File: config.mk
export PLATFORM = sky130hd
export DESIGN_NAME = q2y_front
export DESIGN_NICKNAME = d
export VERILOG_FILES = /design/src/rtl/core/q2y_pkg.sv /design/src/rtl/core/q2y_front.sv
export SDC_FILE = /design/constraint.sdc
export NUM_CORES = 2
export LEC_CHECK = 0
export ABC_AREA = 1
export BUFFER_PORTS_ARGS = -buffer_cell sky130_fd_sc_hd__buf_2
export CAP_MARGIN = 20
export CORE_MARGIN = 2
export CORE_UTILIZATION = 55
export DETAILED_ROUTE_END_ITERATION = 10
export PLACE_DENSITY_LB_ADDON = 0.15
export SYNTH_ARGS = -nofsm -noshare
export SYNTH_HDL_FRONTEND = slang
export SYNTH_SLANG_ARGS = --single-unit
File: constraint.sdc
create_clock -name clk -period 10.41 [get_ports clk]
set_input_delay 2.082 -clock clk [delete_from_list [all_inputs] [get_ports clk]]
set_output_delay 2.082 -clock clk [all_outputs]
set_load 0.05 [all_outputs]
File: src/rtl/core/q2y_pkg.sv
// shared types, widths and the arctangent table of the quaternion heading pipeline
package q2y_pkg;

  // component width, signed q1.15
  localparam int QW = 16;
  // product width of two components
  localparam int PW = 2 * QW;
  // width of num and den, 30 fraction bits, magnitude up to 2^32
  localparam int NUM_W = 34;
  // cordic datapath width, covers the cordic gain on a 2^32.5 vector
  localparam int DW = 36;
  // angle accumulator, one full turn is 2^32
  localparam int ACC_W = 32;
  // output angle width
  localparam int HW = 16;
  // entries of the arctangent table
  localparam int ATAN_ENTRIES = 24;
  // default number of cordic iterations
  localparam int CORDIC_STEPS_DEF = 16;

  localparam logic [ACC_W-1:0] ANG_ZERO = 32'h0000_0000;
  localparam logic [ACC_W-1:0] ANG_PLUS_HALF_PI = 32'h4000_0000;
  localparam logic [ACC_W-1:0] ANG_MINUS_HALF_PI = 32'hC000_0000;
  // half an output lsb, for round to nearest
  localparam logic [ACC_W-1:0] ANG_ROUND = 32'h0000_8000;
  // 1.0 with 30 fraction bits
  localparam logic signed [NUM_W-1:0] ONE_Q30 = {{(NUM_W-31){1'b0}}, 1'b1, 30'b0};

  // vector and angle carried down the cordic chain
  typedef struct packed {
    logic signed [DW-1:0] x;
    logic signed [DW-1:0] y;
    logic [ACC_W-1:0]     ang;
    logic                 zero;
  } q2y_vec_t;

  // atan(2^-i) in units of 2^-32 turn, rounded to nearest
  function automatic logic [ACC_W-1:0] atan_turn(input int idx);
    logic [ACC_W-1:0] v;
    case (idx)
      0:       v = 32'd536870912;
      1:       v = 32'd316933406;
      2:       v = 32'd167458907;
      3:       v = 32'd85004756;
      4:       v = 32'd42667331;
      5:       v = 32'd21354465;
      6:       v = 32'd10679838;
      7:       v = 32'd5340245;
      8:       v = 32'd2670163;
      9:       v = 32'd1335087;
      10:      v = 32'd667544;
      11:      v = 32'd333772;
      12:      v = 32'd166886;
      13:      v = 32'd83443;
      14:      v = 32'd41722;
      15:      v = 32'd20861;
      16:      v = 32'd10430;
      17:      v = 32'd5215;
      18:      v = 32'd2608;
      19:      v = 32'd1304;
      20:      v = 32'd652;
      21:      v = 32'd326;
      22:      v = 32'd163;
      23:      v = 32'd81;
      default: v = 32'd0;
    endcase
    return v;
  endfunction

endpackage

File: src/rtl/core/q2y_front.sv
// front end: products, atan2 arguments and quadrant pre-rotation over three stages
module q2y_front
  import q2y_pkg::*;
(
  input  logic                 clk,
  input  logic                 rst,
  input  logic [2:0]           en,
  input  logic                 in_valid,
  input  logic signed [QW-1:0] quat_w,
  input  logic signed [QW-1:0] quat_x,
  input  logic signed [QW-1:0] quat_y,
  input  logic signed [QW-1:0] quat_z,
  output logic [2:0]           valid,
  output q2y_vec_t             vec
);

  logic signed [PW-1:0]    p_wz;
  logic signed [PW-1:0]    p_xy;
  logic signed [PW-1:0]    p_yy;
  logic signed [PW-1:0]    p_zz;
  logic signed [NUM_W-1:0] num;
  logic signed [NUM_W-1:0] den;
  logic signed [NUM_W-1:0] num_next;
  logic signed [NUM_W-1:0] den_next;
  logic signed [DW-1:0]    num_ext;
  logic signed [DW-1:0]    den_ext;
  q2y_vec_t                vec_next;

  // valid bits follow the words
  always_ff @(posedge clk) begin
    if (rst) begin
      valid <= '0;
    end else begin
      if (en[0]) valid[0] <= in_valid;
      if (en[1]) valid[1] <= valid[0];
      if (en[2]) valid[2] <= valid[1];
    end
  end

  // stage one: the four products
  always_ff @(posedge clk) begin
    if (en[0]) begin
      p_wz <= quat_w * quat_z;
      p_xy <= quat_x * quat_y;
      p_yy <= quat_y * quat_y;
      p_zz <= quat_z * quat_z;
    end
  end

  // stage two: num = 2(wz+xy), den = 1 - 2(y^2+z^2)
  always_comb begin
    num_next = ({{(NUM_W-PW){p_wz[PW-1]}}, p_wz} + {{(NUM_W-PW){p_xy[PW-1]}}, p_xy}) <<< 1;
    den_next = ONE_Q30
             - (({{(NUM_W-PW){p_yy[PW-1]}}, p_yy} + {{(NUM_W-PW){p_zz[PW-1]}}, p_zz}) <<< 1);
  end

  always_ff @(posedge clk) begin
    if (en[1]) begin
      num <= num_next;
      den <= den_next;
    end
  end

  // stage three: turn a left half-plane vector by a quarter turn
  always_comb begin
    num_ext = {{(DW-NUM_W){num[NUM_W-1]}}, num};
    den_ext = {{(DW-NUM_W){den[NUM_W-1]}}, den};
    vec_next.zero = (num == '0) && (den == '0);
    if (den[NUM_W-1]) begin
      if (!num[NUM_W-1]) begin
        vec_next.x   = num_ext;
        vec_next.y   = -den_ext;
        vec_next.ang = ANG_PLUS_HALF_PI;
      end else begin
        vec_next.x   = -num_ext;
        vec_next.y   = den_ext;
        vec_next.ang = ANG_MINUS_HALF_PI;
      end
    end else begin
      vec_next.x   = den_ext;
      vec_next.y   = num_ext;
      vec_next.ang = ANG_ZERO;
    end
  end

  always_ff @(posedge clk) begin
    if (en[2]) vec <= vec_next;
  end

endmodule

==> flow_summary.yaml <==
worst_setup_path:
  max_stage_delay_ps: 500
  critical_path_required_ps: 10770
  arrival_ps: 8370
  crit_chain: "buf_2 > inv_1 > buf_4 > or2_2 > fa_1 > fa_1 > inv_1 > fa_1 > fa_1 > fa_1 > inv_1 > fa_1 > inv_1 > ha_1 > nand2_1 > nor3_1 > nand4_1 > nand3_1 > a21o_1 > a21oi_1 > or2_2 > nand3_1 > nand2_1"
  setup.worst_path.start_class: "primary input"
  cp_slowest_cell: "fa_1"
  cp_max_fo: 25
  crit_family: "adder cells"
  cpMostUsedCell: "fa_1"
  path_class: "in -> reg"
  crit_buf_inv: 6
  worstSetupEndpointType: "flip-flop"
synthesis:
  synthTopCellsByArea: "fa_1 37%, edfxtp_1 15%, inv_1 13%"
  ys_types: 57
  ys_ff_latch: 268
  syn_area_mm2: 0.05380
  netlist_instances: 6366
  synth_edf_count: 265
  ys.flop_type: "edfxtp_1"
  post_synth.cell_area_avg_um2: 8.451
  synth-async-reset-ratio_pct: 0
  synth_top_area_cell: "fa_1"
  ys_seq_area_share_pct: 14.90
  yosys_warnings: 0
  synth_top_area_share_pct: 36.99
floorplan:
  start_util_pct: 55.55
  dieHeight_um: 316.8
  rows: 114
  ioPinCount: 178
  core_mm2: 0.09685
  die_width_um: 316.8
  die-area_mm2: 0.1003
final_layout:
  utilization_pct: 58.25
  nNetsFinal: 7843
  drive_gt1_share_pct: 4.305
  nFillCells: 8879
  area_delta_synth_final_pct: 4.865
global_route:
  grt_pass1_vias: 41130
  grt_start_max_net_pins: 98
  grt_usage_pct: 28.05
  antenna_found_initial: 3
  grt-ovfl-total: 0
  grt_pass1_wl_um: 218300
timing:
  rsz0062_at_grt: "no"
  clock_skew_ps: 20.32
  setup_viol: 0
  tightest_slew_ps: 1015
  max_slew_margin_pct: 32.25
  max_freq_mhz: 124.8
  setup_tns_ps: 0
  drv_slew: 0
  fin_crit_sh_pct: 76.95
  period_needed_ps: 8010
  final-hold-violation-count: 0
drt:
  drt_iter0_drc: 2626
  routedWlPerCell_um: 17.58
  firstDrtPassIters: 5
  vias: 39530
  ant_nets: 0
  vias_per_cell: 5.157
  drc: 0
  wl_um: 134800
cts:
  clockBufferDepth: 3
  cts_tree: "done"
  cts-root-buf: "clkbuf_16"
  clock-sinks: 268
  htreeDepth: 1
  cts_setup_buffers: 0
  path_clk_slew_ps: 60
  cts_inserted_buffers: 30
  insertion_delay_ps: 610
  cts_resized: 0
  holdBufCountCts: 0
flow_run:
  maxCapViolations: 0
place:
  place.gp.congestion: 0.9478
  port_buffers: 145
  hpwlAfterDp_um: 112900
worst_hold_path:
  hp-class: "reg -> reg"
run_status:
  status: "completed"
[worst reg2reg max path, stage by stage, from the launching register on]
cell and delay (ps):
edfxtp_1 530, ha_1 400, a21oi_1 140, nand2_1 90, a21oi_1 330, nand3b_1 170, nand3_1 150, nand2_1 130
o211ai_1 160, a21oi_1 200, xor2_1 760
[metal layers]
metal	global-route usage (%)	vias up	share of wire, %
met4	6.132	4	2.3
met1	38.01	19530	42
met2	47.91	1168	49
met3	4.278	176	6.6
li1	-	18660	-
met5	0	-	0.020
[cells in the mapped netlist (all sizes together) (10+ instances only)]
cell type / number
buf: 38
inv: 1835
nor4: 16
xnor2: 104
nor3: 46
o21bai: 21
nor2: 270
xor2: 183
fa: 994
nand3b: 10
or2: 18
clkbuf: 187
a21o: 25
a21oi: 200
edfxtp: 265
nand3: 137
ha: 415
o21ai: 161
a31oi: 12
nand2: 1326
nand4: 39
[final timing paths]
path,from,to,slack (ps),cells after the start
max,quat_y[15],p_xy[28],2400,23
min,valid[2],valid[2],490,2
max reg2reg,p_xy[3],num[31],7000,10
min reg2reg,valid[2],valid[2],490,2
[cell type report]
cell class / instances / area (µm²) / area share [%]
Tap cell: 1276 / 1597 / 2.830
Inverter: 1836 / 6892 / 12.22
Multi-Input combinational cell: 4070 / 38050 / 67.44
Timing Repair Buffer: 158 / 825.8 / 1.464
Clock inverter: 25 / 276.5 / 0.4901
Clock buffer: 31 / 754.5 / 1.337
Sequential cell: 268 / 8018 / 14.21
Antenna cell: 2 / 5.005 / 0.008871
[stage by stage]
stage                     setup WS (ps)  instance area [µm²]  instances  hold WS [ps]
after CTS                          2480                56410       7664         504.6
after detailed placement           1846                55380       7608         489.8
after global placement             1893                55380       7608         474.4
after floorplan                    2600                53920       6399         424.4
after global routing               2104                56410       7664         518.0
final                              2400                56420       7666         494.7
[state kept, by name, indices dropped and copies added (netlist names)]
name	cells
p_yy	31
num	33
valid	3
vec	73
p_zz	31
den	33
p_xy	32
p_wz	32
[logic make-up after synthesis]
logic type	synth area share, %
simple gates	14.23
other cells	0.006970
buf+inv	14.60
fa+ha+maj	46.64
compound gates	4.803
mux	0.05582
flops	14.90
xor+xnor	4.756
[placed cells by master (no fill, tap or decap), types with 14 or more instances in the layout]
cell	Yosys	final
clkbuf_16	0	30
o21bai_1	21	21
edfxtp_1	265	265
nand3_1	132	132
buf_2	0	144
or2_2	18	18
conb_1	1	34
inv_1	1834	1834
nor4_1	16	16
ha_1	415	415
a21oi_1	200	200
fa_1	994	994
nor3_1	43	43
nand4_1	38	38
o21ai_0	156	156
xnor2_1	100	100
nand2_1	1317	1317
nor2_1	254	254
buf_4	32	14
xor2_1	181	181
a21o_1	25	25
Power is left out: the tool's default activity adds up to more than one toggle a clock period on the data nets, which glitch-free logic cannot reach.
