<file path="src/rtl/core/q2y_pkg.sv">
// shared types, widths and the arctangent table of the quaternion heading pipeline
package q2y_pkg;

  // component width, signed q1.15
  localparam int QW = 16;
  // product width of two components
  localparam int PW = 2 * QW;
  // width of num and den, 30 fraction bits, magnitude up to 2^32
  localparam int NUM_W = 34;
  // cordic datapath width, covers the cordic gain on a 2^32.5 vector
  localparam int DW = 36;
  // angle accumulator, one full turn is 2^32
  localparam int ACC_W = 32;
  // output angle width
  localparam int HW = 16;
  // entries of the arctangent table
  localparam int ATAN_ENTRIES = 24;
  // default number of cordic iterations
  localparam int CORDIC_STEPS_DEF = 16;

  localparam logic [ACC_W-1:0] ANG_ZERO = 32'h0000_0000;
  localparam logic [ACC_W-1:0] ANG_PLUS_HALF_PI = 32'h4000_0000;
  localparam logic [ACC_W-1:0] ANG_MINUS_HALF_PI = 32'hC000_0000;
  // half an output lsb, for round to nearest
  localparam logic [ACC_W-1:0] ANG_ROUND = 32'h0000_8000;
  // 1.0 with 30 fraction bits
  localparam logic signed [NUM_W-1:0] ONE_Q30 = {{(NUM_W-31){1'b0}}, 1'b1, 30'b0};

  // vector and angle carried down the cordic chain
  typedef struct packed {
    logic signed [DW-1:0] x;
    logic signed [DW-1:0] y;
    logic [ACC_W-1:0]     ang;
    logic                 zero;
  } q2y_vec_t;

  // atan(2^-i) in units of 2^-32 turn, rounded to nearest
  function automatic logic [ACC_W-1:0] atan_turn(input int idx);
    logic [ACC_W-1:0] v;
    case (idx)
      0:       v = 32'd536870912;
      1:       v = 32'd316933406;
      2:       v = 32'd167458907;
      3:       v = 32'd85004756;
      4:       v = 32'd42667331;
      5:       v = 32'd21354465;
      6:       v = 32'd10679838;
      7:       v = 32'd5340245;
      8:       v = 32'd2670163;
      9:       v = 32'd1335087;
      10:      v = 32'd667544;
      11:      v = 32'd333772;
      12:      v = 32'd166886;
      13:      v = 32'd83443;
      14:      v = 32'd41722;
      15:      v = 32'd20861;
      16:      v = 32'd10430;
      17:      v = 32'd5215;
      18:      v = 32'd2608;
      19:      v = 32'd1304;
      20:      v = 32'd652;
      21:      v = 32'd326;
      22:      v = 32'd163;
      23:      v = 32'd81;
      default: v = 32'd0;
    endcase
    return v;
  endfunction

endpackage

</file>
<file path="src/rtl/core/q2y_cordic_stage.sv">
// one registered vectoring-mode cordic iteration
module q2y_cordic_stage
  import q2y_pkg::*;
#(
  parameter int STEP = 0
) (
  input  logic     clk,
  input  logic     rst,
  input  logic     en,
  input  logic     in_valid,
  input  q2y_vec_t in_vec,
  output logic     out_valid,
  output q2y_vec_t out_vec
);

  localparam logic [ACC_W-1:0] ATAN_STEP = atan_turn(STEP);

  logic signed [DW-1:0] dx;
  logic signed [DW-1:0] dy;
  q2y_vec_t             vec_next;

  // rotate towards the x axis using the old x and y
  always_comb begin
    dx = in_vec.y >>> STEP;
    dy = in_vec.x >>> STEP;
    vec_next.zero = in_vec.zero;
    if (!in_vec.y[DW-1]) begin
      vec_next.x   = in_vec.x + dx;
      vec_next.y   = in_vec.y - dy;
      vec_next.ang = in_vec.ang + ATAN_STEP;
    end else begin
      vec_next.x   = in_vec.x - dx;
      vec_next.y   = in_vec.y + dy;
      vec_next.ang = in_vec.ang - ATAN_STEP;
    end
  end

  always_ff @(posedge clk) begin
    if (rst) begin
      out_valid <= 1'b0;
    end else if (en) begin
      out_valid <= in_valid;
    end
  end

  always_ff @(posedge clk) begin
    if (en) out_vec <= vec_next;
  end

endmodule

</file>
<file path="config.mk">
export PLATFORM = sky130hd
export DESIGN_NAME = q2y_cordic_stage
export DESIGN_NICKNAME = d
export VERILOG_FILES = /design/src/rtl/core/q2y_pkg.sv /design/src/rtl/core/q2y_cordic_stage.sv
export SDC_FILE = /design/constraint.sdc
export NUM_CORES = 1
export LEC_CHECK = 0
export BUFFER_PORTS_ARGS = -buffer_cell sky130_fd_sc_hd__buf_4
export CAP_MARGIN = 40
export CORE_AREA = 2 2 190 211
export CTS_BUF_LIST = sky130_fd_sc_hd__clkbuf_8
export DETAILED_ROUTE_END_ITERATION = 16
export DIE_AREA = 0 0 192 213
export GPL_TIMING_DRIVEN = 0
export HOLD_SLACK_MARGIN = 0.1
export SYNTH_ARGS = -nofsm -noshare
export SYNTH_HDL_FRONTEND = slang
export SYNTH_SLANG_ARGS = --single-unit
</file>
<file path="constraint.sdc">
create_clock -name clk -period 3.65 [get_ports clk]
set_input_delay 0.5475 -clock clk [delete_from_list [all_inputs] [get_ports clk]]
set_output_delay 0.5475 -clock clk [all_outputs]
set_load 0.02 [all_outputs]
</file>
==> results of run 1 <==
[metrics by stage]
stage                     worst slack, ns  setup TNS [ns]
after global routing              -0.0805         -0.0936
after CTS                         0.00872               0
after floorplan                     0.211               0
after detailed placement           -0.593           -8.27
after global placement             -0.849          -12.24
final                              0.0598               0
[worst min path at each step]
stage,end,depth (start not counted),from
detailed placement,out_valid,2,out_valid
floorplan,out_valid,2,out_valid
global route,out_valid,2,rst
global placement,out_valid,2,out_valid
CTS,out_valid,2,rst
finish,out_valid,2,rst
[timing repair]
item,in CTS,in global routing
setup endpoints to repair,1,16
resized for setup,1,14
buffers inserted,0,2
pin swaps,0,3
[area by class of cell]
type / instances / area, um^2
fillers: 4125 / 26700
multi-input cells: 822 / 5830
flip-flops and latches: 105 / 3140
repair buffers: 219 / 1660
well taps: 507 / 634
inverters: 124 / 465
plain buffers: 52 / 213
clock buffers: 9 / 124
clock inverters: 7 / 65.1
[kinds of logic (layout without fill, tap and decap cells)]
family | count (synthesis) | after routing | share of synthesized area
AND/OR/NAND/NOR | 260 | 260 | 0.131
buffers and inverters | 177 | 411 | 0.0707
adder cells (fa/ha/maj) | 113 | 113 | 0.150
XOR/XNOR | 64 | 64 | 0.0583
multiplexers | 17 | 17 | 0.0180
AO/OA/AOI/OAI | 368 | 368 | 0.245
flip-flops | 105 | 105 | 0.327
[metal layers]
layer	vias to the layer above	global-route usage
li1	4410	-
met2	364	0.294
met1	4418	0.220
met5	-	0
met3	70	0.0350
met4	0	0.0700
[state kept, by name, summed over array words and instances, names as in the netlist]
name / count
out_valid: 1
out_vec: 104
[where the power goes]
| part | internal, mW | switching, mW | total, mW | leakage [nW] |
|---|---|---|---|---|
| Combinational | 0.717 | 1.16 | 1.88 | 4.08 |
| Clock | 0.312 | 0.461 | 0.773 | 0.0992 |
| Sequential | 1.55 | 0.0530 | 1.60 | 1.03 |
[worst max-delay path, stage by stage]
cell       delay, ns
buf_4           0.10
ha_1            0.16
inv_1           0.05
fa_1            0.40
o21ba_1         0.21
or4_4           0.45
a311oi_4        0.39
o21ai_2         0.18
a21boi_2        0.24
o21bai_1        0.15
a21oi_1         0.39
nor3_1          0.08
a2111oi_0       0.41
[synth_stat cells (9+ instances only)]
cell and n:
nor2_1 70, o21bai_1 24, a31oi_1 11, edfxtp_1 104, o21ai_0 77, clkbuf_1 42, inv_1 119, xnor2_1 59
nand3_1 27, nand2_1 62, a21o_1 19, nor2b_1 16, o21a_1 9, ha_1 109, or3_1 9, a21oi_1 116
o31ai_1 20, nand4_1 10, mux2i_1 15, o211ai_1 15, nor3_1 24, a211oi_1 11
==> flow_summary.toml, run 1 <==
[clock_network]
cts-buffers-inserted = 9
cts_tree = "built"
clock_path_buffers = 2
insertion_delay_ns = 0.41
cts_hold_buffers = 0
htreeDepth = 3
clockRootBuffer = "clkbuf_8"
cts.sink_count = 105
clk_pin_slew_ns = 0.10

[run_status]
status = "finished clean"

[yosys]
synth_seq_cells = 105
async_flop_share = 0
netlist_area_um2 = 9610
synth_ff_type = "edfxtp_1"
synth_edf_count = 104
synth_area_per_cell_um2 = 8.71
synth_fp_nets = 1326
synthCells = 1104
yosysSeqAreaShare = 0.327
synth_area_leaders = "edfxtp_1 32%, ha_1 14%, a21oi_1 6.0%, xnor2_1 5.4%, inv_1 4.6%"
ys_warn_count = 0
yosysTopAreaCell = "edfxtp_1"
synth_cell_types = 74
netlist.area_leader.share = 0.325

[worst_setup_path]
cp-endpoint = "out_vec[63]"
path_max_fanout = 4
cp-startpoint = "in_vec[69]"
arrival_ns = 3.75
critPathLaunchType = "primary input"
crit-reg2reg-launch = "out_valid"
worst-r2r-setup-slack_ns = 3.06
critPathCaptureType = "register"
crit_required_ns = 3.81
worstRegToRegCells = 2
r2r-end = "out_valid"
crit_type = "in -> reg"

[timing]
rsz0062_at_grt = "yes"
slew_violations = 0
worst_slew_pin_slew_ns = 0.892
final.period_utilization = 0.984
finalHoldViolCount = 0
fin_skew_ns = 0
hold-worst-slack_ns = 0.278
setup_viol = 0
slew_headroom = 0.406
max_freq_ghz = 0.279
min_period_ns = 3.59

[job]
maxCapViolCount = 0

[detailed_routing]
drt_iter0_markers = 675
top_layer = "met4"
drc = 0
vias = 9262
m1WireLength_um = 15500
wl_met2_um = 17200
routed_wl_um = 36500
wire_per_inst_um = 19.8
ant_nets = 0
first_pass_iters = 5
viasPerCell = 5.02
routed-wl-met3_um = 2600

[layout]
final_cell_mix = "216 x buf_4, 122 x inv_1, 116 x a21oi_1, 109 x ha_1, 104 x edfxtp_1"
final_area_um2 = 12100
syn_to_final_growth_pct = 26.3
drive_gt1_frac = 0.197
n_antenna_cell = 0
final_common_cell = "buf_4"
fin_util = 0.313
instances_no_fill = 1845
final_nets = 1555

[global_routing]
grt_pass1_wl_um = 54500
grt_pass1_vias = 9298
grtUsageTotal = 0.175
antenna_found_initial = 0
grt_max_degree = 70
grt.overflow.total = 0

[power_and_ir_drop]
p_per_area_nw_per_um2 = 350
total_power_mw = 4.25
vdd_ir_drop_max_mv = 0.185
leakage_nw = 5.21

[die]
boundaryPins = 215
rows = 76
die_width_um = 192
coreArea_um2 = 38800
dieHeight_um = 213
start_util = 0.248
dieArea_um2 = 40900

[placed_design]
place_area_um2 = 11900
dp_hpwl_um = 29500
io_buffers = 213
place_congestion = 0.952
placedCellCount = 1828

[hold_path]
hp-class = "in -> reg"
Note: power is estimated with default switching activity, not from simulation.
==> inputs of run 2 (changes only) <==
CORE_AREA = 2 2 151 168   (was 2 2 190 211)
DIE_AREA = 0 0 153 170   (was 0 0 192 213)
PLACE_DENSITY = 0.64   (was unset)
SLEW_MARGIN = 0   (was unset)
==> run 2 against run 1 <==
  * Combinational power about the same
  * Via count up 1.3%
  * Final area down 1.7%
  * Non-clock buffer count unchanged
  * Wire length down 7.7%
  * Worst setup slack worse by 0.016 ns
  * Largest cell class unchanged
==> flow_summary.toml, run 2 (same netlist as run 1, synthesis figures left out) <==
[layout]
largestRegisters = "out_vec (104), out_valid (1)"
final_cell_mix = "217 x buf_4, 120 x inv_1, 115 x a21oi_1, 109 x ha_1, 104 x edfxtp_1"
max_flop_register = "out_vec"
n_antenna_cell = 0
largest_reg_flops = 104
drive_gt1_frac = 0.203
final_nets = 1555
nFillCells = 2418
final_common_cell = "buf_4"
syn_to_final_growth_pct = 24.2

[clock_network]
cts.sink_count = 105
clk_pin_slew_ns = 0.11
insertion_delay_ns = 0.40
clock_path_buffers = 2
cts-buffers-inserted = 9
htreeDepth = 3
cts_hold_buffers = 0
cts_tree = "built"
clockRootBuffer = "clkbuf_8"

[placed_design]
io_buffers = 213
dp_hpwl_um = 26900
place_congestion = 0.972

[global_routing]
grtUsageTotal = 0.251
antenna_found_initial = 0
grt_pass1_vias = 9106
grt_pass1_wl_um = 51300
grt_max_degree = 63
grt.overflow.total = 0

[worst_setup_path]
path_max_fanout = 4
crit_type = "in -> reg"
crit_required_ns = 3.79
cp_num_buf_inv = 2
r2r-end = "out_valid"
critPathSlowestCell = "or4_4"
crit_family = "compound AO/OA/AOI/OAI gates"
worstRegToRegCells = 2
crit_chain = "buf_4 -> ha_1 -> inv_1 -> fa_1 -> o21ba_1 -> or4_4 -> a311oi_4 -> o21ai_2 -> a21boi_2 -> nor2_1 -> o41a_1 -> a211oi_2 -> xnor2_1"
critPathCaptureType = "register"
cp_slowest_stage_delay_ns = 0.45
arrival_ns = 3.75
worst-r2r-setup-slack_ns = 3.07
cp-startpoint = "in_vec[33]"
crit-reg2reg-launch = "out_valid"
critPathLaunchType = "primary input"

[detailed_routing]
wire_per_inst_um = 20.4
viasPerCell = 5.69
vias = 9380
drt_iter0_markers = 796
routed_wl_um = 33700
first_pass_iters = 6
drc = 0
ant_nets = 0

[die]
rows = 60
die_width_um = 153
boundaryPins = 215
start_util = 0.396
dieArea_um2 = 26000
coreArea_um2 = 24200
dieHeight_um = 170

[timing]
worst_slew_pin_slew_ns = 0.913
slew_headroom = 0.392
fin_setup_tns_ns = 0
finalHoldViolCount = 0
fin_skew_ns = 0
setup_viol = 0
hold-worst-slack_ns = 0.292
min_period_ns = 3.61
final.period_utilization = 0.988
rsz0062_at_grt = "yes"
max_freq_ghz = 0.277
slew_violations = 0

[hold_path]
whs_path_depth = 2
worstHoldStart = "rst"
hp-class = "in -> reg"
whs_endpoint = "out_valid"

[power_and_ir_drop]
total_power_mw = 4.21
leakage_nw = 5.20
p_per_area_nw_per_um2 = 353
vdd_ir_drop_max_mv = 0.178

[job]
maxCapViolCount = 0

[run_status]
status = "finished clean"
## run 2: worst max path at each step
stage / endpoint / slack (ns) / cells past startpoint
5_1_grt: out_vec[67] / -0.03 / 13
2_1_floorplan: out_vec[65] / 0.21 / 12
3_5_place_dp: out_vec[63] / -0.61 / 12
6_report: out_vec[101] / 0.04 / 13
3_3_place_gp: out_vec[99] / -0.66 / 13
4_1_cts: out_vec[53] / 0.03 / 13
## run 2: what timing repair did
item / 4_1_cts / 5_1_grt
buffers inserted: 0 / 3
pin swaps: 0 / 8
setup endpoints to repair: 3 / 18
gates resized for setup: 2 / 18
## run 2: per-layer routing
| layer | share of wire | track usage | up-vias | wire [um] |
|---|---|---|---|---|
| met3 | 0.060 | 0.0344 | 76 | 2010 |
| met4 | 0.035 | 0.0950 | 0 | 1170 |
| met1 | 0.44 | 0.335 | 4489 | 14700 |
| met2 | 0.47 | 0.416 | 393 | 15800 |
| li1 | - | - | 4422 | - |
| met5 | 0 | 0 | - | 0 |
## run 2: metrics by stage
step / cells / setup slack (ns) / utilization / cell area [um^2]
global placement: 1627 / -0.660 / 0.478 / 11600
CTS: 1647 / 0.0318 / 0.489 / 11800
detailed placement: 1631 / -0.613 / 0.481 / 11700
floorplan: 1104 / 0.211 / - / 9610
global route: 1648 / -0.0320 / 0.492 / 11900
finish: 1648 / 0.0440 / 0.492 / 11900
## run 2: final cells by class
class                   count  area (um^2)  share of cell area
plain buffers              51          208              0.0174
clock buffers               9          124              0.0104
clock inverters             7         55.1             0.00461
inverters                 124          469              0.0393
multi-input cells         822         5870               0.492
flip-flops and latches    105         3140               0.263
well taps                 310          388              0.0325
repair buffers            220         1680               0.140
## run 2: power by group
part           leakage, nW  internal [mW]  switching (mW)
clock network       0.0905          0.256           0.477
logic                 4.09          0.720            1.16
registers             1.03           1.55          0.0523
total                 5.20           2.53            1.69
